[src/rtl/tlc_pkg.sv]
// Shared types, constants and helpers for the tilt to RGB level controller.
package tlc_pkg;

  localparam int LEVEL_W   = 8;
  localparam int RATE_W    = 16;
  localparam int TOUCH_W   = 16;
  localparam int THRESH_W  = 15;
  localparam int CFG_ADDR_W = 3;
  localparam int CFG_DATA_W = 16;
  localparam int IN_TDATA_W  = 64;
  localparam int OUT_TDATA_W = 24;

  localparam int MAX_LEVEL_DEF = 255;
  localparam logic [THRESH_W-1:0] THRESH_RESET = 15'd2000;

  typedef enum logic [CFG_ADDR_W-1:0] {
    REG_THRESH   = 3'd0,
    REG_LOW_MIN  = 3'd1,
    REG_LOW_MAX  = 3'd2,
    REG_MID_MIN  = 3'd3,
    REG_MID_MAX  = 3'd4,
    REG_HIGH_MIN = 3'd5,
    REG_HIGH_MAX = 3'd6
  } reg_idx_t;

  typedef enum logic [1:0] {
    SCALE_FULL  = 2'd0,
    SCALE_HALF  = 2'd1,
    SCALE_TENTH = 2'd2
  } scale_t;

  typedef struct packed {
    logic [THRESH_W-1:0] thresh;
    logic [TOUCH_W-1:0]  low_min;
    logic [TOUCH_W-1:0]  low_max;
    logic [TOUCH_W-1:0]  mid_min;
    logic [TOUCH_W-1:0]  mid_max;
    logic [TOUCH_W-1:0]  high_min;
    logic [TOUCH_W-1:0]  high_max;
  } cfg_t;

  typedef struct packed {
    logic [LEVEL_W-1:0] red;
    logic [LEVEL_W-1:0] green;
    logic [LEVEL_W-1:0] blue;
    scale_t             scale;
  } lvl_state_t;

  // Exact for every 8-bit value: x / 10 == (x * 205) >> 11.
  function automatic logic [LEVEL_W-1:0] div10(input logic [LEVEL_W-1:0] x);
    logic [LEVEL_W+10:0] prod;
    prod = {11'd0, x} * 19'd205;
    return prod[LEVEL_W+10:11];
  endfunction

endpackage

[src/rtl/tilt_to_rgb_level_controller_top.sv]
// An accepted transaction is held in the input register, then its result in the result
// register for the master side. Throughput: one transaction per cycle while results are
// taken; with two stages, the input side still takes one transaction while a result stalls.
// Reset (rst, synchronous, active high): levels clear, divisor returns to one,
// threshold returns to 2000, band bounds clear, both stages empty.
module tilt_to_rgb_level_controller_top
  import tlc_pkg::*;
#(
  parameter int MAX_LEVEL = MAX_LEVEL_DEF
) (
  input  logic                   clk,
  input  logic                   rst,
  input  logic                   cfg_we,
  input  logic [CFG_ADDR_W-1:0]  cfg_addr,
  input  logic [CFG_DATA_W-1:0]  cfg_wdata,
  input  logic                   s_tvalid,
  output logic                   s_tready,
  // rate_x [15:0], rate_y [31:16], rate_z [47:32], touch_value [63:48]
  input  logic [IN_TDATA_W-1:0]  s_tdata,
  output logic                   m_tvalid,
  input  logic                   m_tready,
  // red_drive [7:0], green_drive [15:8], blue_drive [23:16]
  output logic [OUT_TDATA_W-1:0] m_tdata
);

  cfg_t       cfg;
  lvl_state_t st;
  lvl_state_t st_next;

  logic                  in_valid;
  logic [IN_TDATA_W-1:0] in_data;
  logic                  advance;

  logic [LEVEL_W-1:0] red_drive, green_drive, blue_drive;

  always_ff @(posedge clk) begin
    if (rst) begin
      cfg.thresh   <= THRESH_RESET;
      cfg.low_min  <= '0;
      cfg.low_max  <= '0;
      cfg.mid_min  <= '0;
      cfg.mid_max  <= '0;
      cfg.high_min <= '0;
      cfg.high_max <= '0;
    end else if (cfg_we) begin
      case (cfg_addr)
        REG_THRESH:   cfg.thresh   <= cfg_wdata[THRESH_W-1:0];
        REG_LOW_MIN:  cfg.low_min  <= cfg_wdata;
        REG_LOW_MAX:  cfg.low_max  <= cfg_wdata;
        REG_MID_MIN:  cfg.mid_min  <= cfg_wdata;
        REG_MID_MAX:  cfg.mid_max  <= cfg_wdata;
        REG_HIGH_MIN: cfg.high_min <= cfg_wdata;
        REG_HIGH_MAX: cfg.high_max <= cfg_wdata;
        default: ;
      endcase
    end
  end

  assign advance  = in_valid && (!m_tvalid || m_tready);
  assign s_tready = !in_valid || advance;

  always_ff @(posedge clk) begin
    if (rst) begin
      in_valid <= 1'b0;
    end else if (s_tready) begin
      in_valid <= s_tvalid;
    end
  end

  always_ff @(posedge clk) begin
    if (s_tready && s_tvalid) begin
      in_data <= s_tdata;
    end
  end

  tlc_step #(
    .MAX_LEVEL(MAX_LEVEL)
  ) u_step (
    .cfg         (cfg),
    .cur         (st),
    .rate_x      ($signed(in_data[15:0])),
    .rate_y      ($signed(in_data[31:16])),
    .rate_z      ($signed(in_data[47:32])),
    .touch_value (in_data[63:48]),
    .nxt         (st_next),
    .red_drive   (red_drive),
    .green_drive (green_drive),
    .blue_drive  (blue_drive)
  );

  always_ff @(posedge clk) begin
    if (rst) begin
      st.red   <= '0;
      st.green <= '0;
      st.blue  <= '0;
      st.scale <= SCALE_FULL;
    end else if (advance) begin
      st <= st_next;
    end
  end

  always_ff @(posedge clk) begin
    if (rst) begin
      m_tvalid <= 1'b0;
    end else if (advance) begin
      m_tvalid <= 1'b1;
    end else if (m_tready) begin
      m_tvalid <= 1'b0;
    end
  end

  always_ff @(posedge clk) begin
    if (advance) begin
      m_tdata <= {blue_drive, green_drive, red_drive};
    end
  end

`ifndef NO_ASSERTIONS
  a_level_bound: assert property (@(posedge clk) disable iff (rst)
    st.red <= LEVEL_W'(MAX_LEVEL) && st.green <= LEVEL_W'(MAX_LEVEL)
      && st.blue <= LEVEL_W'(MAX_LEVEL))
    else $error("colour level above maximum");

  a_state_hold: assert property (@(posedge clk) disable iff (rst)
    !advance |=> $stable(st))
    else $error("level state changed without a transaction");

  a_stage_hold: assert property (@(posedge clk) disable iff (rst)
    in_valid && m_tvalid && !m_tready |=> in_valid && $stable(in_data))
    else $error("input stage lost a transaction");

  a_result_out: assert property (@(posedge clk) disable iff (rst)
    advance |=> m_tvalid)
    else $error("result not presented after advance");
`endif

endmodule

[src/rtl/tlc_step.sv]
// Level stepping, brightness band selection and drive scaling for one transaction.
module tlc_step
  import tlc_pkg::*;
#(
  parameter int MAX_LEVEL = MAX_LEVEL_DEF
) (
  input  cfg_t                    cfg,
  input  lvl_state_t              cur,
  input  logic signed [RATE_W-1:0] rate_x,
  input  logic signed [RATE_W-1:0] rate_y,
  input  logic signed [RATE_W-1:0] rate_z,
  input  logic [TOUCH_W-1:0]      touch_value,
  output lvl_state_t              nxt,
  output logic [LEVEL_W-1:0]      red_drive,
  output logic [LEVEL_W-1:0]      green_drive,
  output logic [LEVEL_W-1:0]      blue_drive
);

  localparam logic [LEVEL_W-1:0] MAX_LVL = LEVEL_W'(MAX_LEVEL);

  logic signed [RATE_W:0] thr_pos;
  logic signed [RATE_W:0] thr_neg;

  assign thr_pos = $signed({2'b00, cfg.thresh});
  assign thr_neg = -thr_pos;

  function automatic logic [LEVEL_W-1:0] step(input logic [LEVEL_W-1:0] lvl,
                                              input logic signed [RATE_W-1:0] r,
                                              input logic signed [RATE_W:0] tp,
                                              input logic signed [RATE_W:0] tn);
    logic signed [RATE_W:0] rx;
    rx = {r[RATE_W-1], r};
    if (rx > tp && lvl < MAX_LVL) begin
      return lvl + 1'b1;
    end else if (rx < tn && lvl != '0) begin
      return lvl - 1'b1;
    end
    return lvl;
  endfunction

  function automatic logic [LEVEL_W-1:0] scale_lvl(input logic [LEVEL_W-1:0] lvl,
                                                   input scale_t s);
    case (s)
      SCALE_HALF:  return lvl >> 1;
      SCALE_TENTH: return div10(lvl);
      default:     return lvl;
    endcase
  endfunction

  logic in_low, in_mid, in_high;

  assign in_low  = touch_value > cfg.low_min  && touch_value < cfg.low_max;
  assign in_mid  = touch_value > cfg.mid_min  && touch_value < cfg.mid_max;
  assign in_high = touch_value > cfg.high_min && touch_value < cfg.high_max;

  always_comb begin
    nxt.red   = step(cur.red,   rate_x, thr_pos, thr_neg);
    nxt.green = step(cur.green, rate_y, thr_pos, thr_neg);
    nxt.blue  = step(cur.blue,  rate_z, thr_pos, thr_neg);
    if (in_low) begin
      nxt.scale = SCALE_TENTH;
    end else if (in_mid) begin
      nxt.scale = SCALE_HALF;
    end else if (in_high) begin
      nxt.scale = SCALE_FULL;
    end else begin
      nxt.scale = cur.scale;
    end
  end

  assign red_drive   = scale_lvl(nxt.red,   nxt.scale);
  assign green_drive = scale_lvl(nxt.green, nxt.scale);
  assign blue_drive  = scale_lvl(nxt.blue,  nxt.scale);

endmodule
[config.mk]
export PLATFORM = sky130hd
export DESIGN_NAME = tilt_to_rgb_level_controller_top
export DESIGN_NICKNAME = d
export VERILOG_FILES = /design/src/rtl/tlc_pkg.sv /design/src/rtl/tilt_to_rgb_level_controller_top.sv /design/src/rtl/tlc_step.sv
export SDC_FILE = /design/constraint.sdc
export NUM_CORES = 1
export LEC_CHECK = 0
export BUFFER_PORTS_ARGS = -buffer_cell sky130_fd_sc_hd__buf_4
export CORE_MARGIN = 2
export CORE_UTILIZATION = 55
export CTS_BUF_LIST = sky130_fd_sc_hd__clkbuf_16
export DETAILED_ROUTE_END_ITERATION = 8
export PLACE_DENSITY = 0.85
export SYNTH_ARGS = -nofsm -noshare
export SYNTH_HDL_FRONTEND = slang
export SYNTH_SLANG_ARGS = --single-unit
[constraint.sdc]
create_clock -name clk -period 14.4 [get_ports clk]
set_clock_uncertainty 0.05 [all_clocks]
set_input_delay 2.88 -clock clk [delete_from_list [all_inputs] [get_ports clk]]
set_output_delay 2.88 -clock clk [all_outputs]
set_load 0.02 [all_outputs]
==> flow_summary.ini <==
[timing]
fmax_mhz = 112
rsz0062_at_grt = no
slew_viol_final = 0
fin_crit_sh_pct = 62.2
final_hold_viol_count = 0
setup_viol = 0
fin_tns_setup_ns = 0
min_period_ns = 8.96
worst_pin_slew_ns = 1.17
relSlewSlack_pct = 22.0

[detailed_routing]
drtIter0Drc = 1111
routed_wl_um = 43700
vias_per_cell = 5.90
routedWlPerCell_um = 17.6
wl_met1_um = 18600
drt_pass1_iterations = 5
dr_wl_met2_um = 21000
wl_met3_um = 2460
dr_total_vias = 14700
topRoutingLayerUsed = met4
ant_nets = 0
route.detailed.drc = 0

[critical_path]
reg2reg_slack_ns = 5.44
cp_max_fo = 9
reg2reg_depth = 33
crit_path_start = cfg[99]
worstSetupEndpoint = m_tdata[19]
crit_type = flip-flop to flip-flop
cp.required_ns = 14.62
cp_top_family = adder cells
critical_path_depth = 33
slowest_delay_ns = 0.62
start_kind = flip-flop
timing.rr.start = cfg[99]
r2r_end = m_tdata[19]
critPathBufInv = 6
end_kind = flip-flop
path_common_cell = inv_1
cp.arrival_ns = 9.18
crit_slowest_cell = mux2i_1

[logic_synthesis]
syn_inst = 1962
synth-edff-count = 88
ys_types = 87
avgSynthCellArea_um2 = 8.91
yosys.area.top_type = ha_1
yosysMostFrequentCell = ha_1
async_flop_share_pct = 0
syn_area_mm2 = 0.0175
yosysSeqAreaShare_pct = 31.0
yosys_warnings = 0
synth_area_leaders = ha_1, dfxtp_1, edfxtp_1, nand2_1, a21oi_1
synth_top_cell_area_share_pct = 23.8
ys_top_cells_by_count = ha_1, nand2_1, inv_1
synth_fp_nets = 2418
synthFlopType = dfxtp_1
ys_ff_latch = 227

[grt]
grt_overflow_total = 0
grt_max_degree = 84
grt_pass1_vias = 14900
antenna_found_initial = 0
grt_pass1_wl_um = 72200
gr-usage-all-layers_pct = 26.6

[die]
core_mm2 = 0.0315
initial_utilization_pct = 55.6
row_count = 65
die_y_um = 182
die-area_mm2 = 0.0332
die_w_um = 182
ios = 114

[cells_and_area]
n_antenna_cell = 0
syn_to_final_growth_pct = 12.1
layout-drive-gt1-share_pct = 9.63
fin_nets = 2523

[power_and_ir_drop]
p_leak_uw = 0.00852
p_total_uw = 3430
powerDensity_mw_per_mm2 = 175
ir_drop_mv = 0.270

[placement]
io_buffers = 113
place.gp.congestion = 0.934
dp_hpwl_um = 33400

[cts]
htree_num_levels = 1
cts_hold_buf = 0
cts_setup_buffers = 0
cts_tree = built
cts_sinks = 227
cts_root_buffer = clkbuf_16
clk_pin_slew_ns = 0.06
clk_latency_ns = 0.55
cts_resized = 0
cts_made_buffers = 26
clockBufferDepth = 3

[worst_hold_path]
hold_class = flip-flop to flip-flop

[status]
status = completed

[run]
cap_viol_max_count = 0
## worst reg2reg max path: cells and delay by family (launching register included)
family | cells | cell delay [ns]
simple gates | 8 | 2.13
buf+inv | 6 | 0.58
fa+ha+maj | 6 | 2.41
compound gates | 9 | 1.89
mux | 3 | 1.12
xor+xnor | 1 | 0.20
flops | 1 | 0.31
## flip-flops by register name (all words and copies together), names as in the netlist
| name | cells |
|---|---|
| m_tvalid | 1 |
| st | 26 |
| in_valid | 1 |
| cfg | 111 |
| m_tdata | 24 |
| in_data | 64 |
## cells in the final DEF (no fill, tap or decap), types with 8 or more instances in the layout
master,synthesis,final
mux2i_1,10,10
nor3_1,28,27
nand4_1,35,35
and3_1,10,10
clkinv_2,0,8
inv_1,234,235
and2_1,10,9
clkbuf_16,0,28
a21o_1,48,48
a211o_1,9,9
edfxtp_1,88,88
mux2_2,14,14
o21a_1,8,8
dfxtp_1,139,139
o211ai_1,8,8
xor2_1,8,8
nor2b_1,18,18
o21ai_1,10,10
buf_4,0,121
xnor2_1,37,37
nor4_1,12,12
o21bai_1,12,12
nand2_1,293,293
nand2b_1,17,17
a211oi_1,20,20
nand3_1,37,37
a21oi_1,194,194
fa_1,36,36
ha_1,332,332
nor2_1,100,100
o21ai_0,35,35
## logic make-up (layout without fill, tap and decap cells)
logic type	after synthesis	count (layout)	share of synthesized area, %
simple gates	596	596	15.7
mux	27	27	1.69
flops	227	227	31.0
fa+ha+maj	368	368	27.9
buf+inv	279	404	6.03
xor+xnor	45	45	2.25
compound gates	420	420	15.4
## cell type report
type,instances,area [um^2]
fillers,2542,11900
multi-input cells,1456,11000
flip-flops and latches,227,5430
repair buffers,121,908
inverters,235,882
clock buffers,28,701
well taps,402,503
clock inverters,20,169
## through the flow
stage          std cells  area, um^2  utilization, %  hold WS, ns  worst slack, ns
3_3_place_gp        2441       18700            59.5        0.391             6.13
2_1_floorplan       1962       17500               -        0.386             6.90
4_1_cts             2489       19600            62.3        0.404             5.62
5_1_grt             2489       19600            62.3        0.420             4.84
3_5_place_dp        2441       18700            59.5        0.396             5.66
6_report            2489       19600            62.3        0.405             5.44
## where the power goes
group,internal (uW),switching (uW)
combinational,813,1200
sequential,715,31.5
clock,389,279
total,1920,1510
## metal layers
layer  up-vias  global-route usage (%)
li1       7132                       -
met1      6929                    33.8
met2       498                    46.2
met3       115                    2.83
met4         0                    10.9
met5         -                       0
## worst min-delay path by stage
| stage | start | to | slack [ns] | depth (start not counted) |
|---|---|---|---|---|
| after floorplan | cfg[109] | cfg[109] | 0.39 | 2 |
| after global placement | cfg[87] | cfg[87] | 0.39 | 2 |
| after detailed placement | cfg[24] | cfg[24] | 0.40 | 2 |
| after CTS | cfg[3] | cfg[3] | 0.40 | 2 |
| after global routing | cfg[87] | cfg[87] | 0.42 | 2 |
| final | cfg[46] | cfg[46] | 0.40 | 2 |
Note: power is estimated with default switching activity, not from simulation.
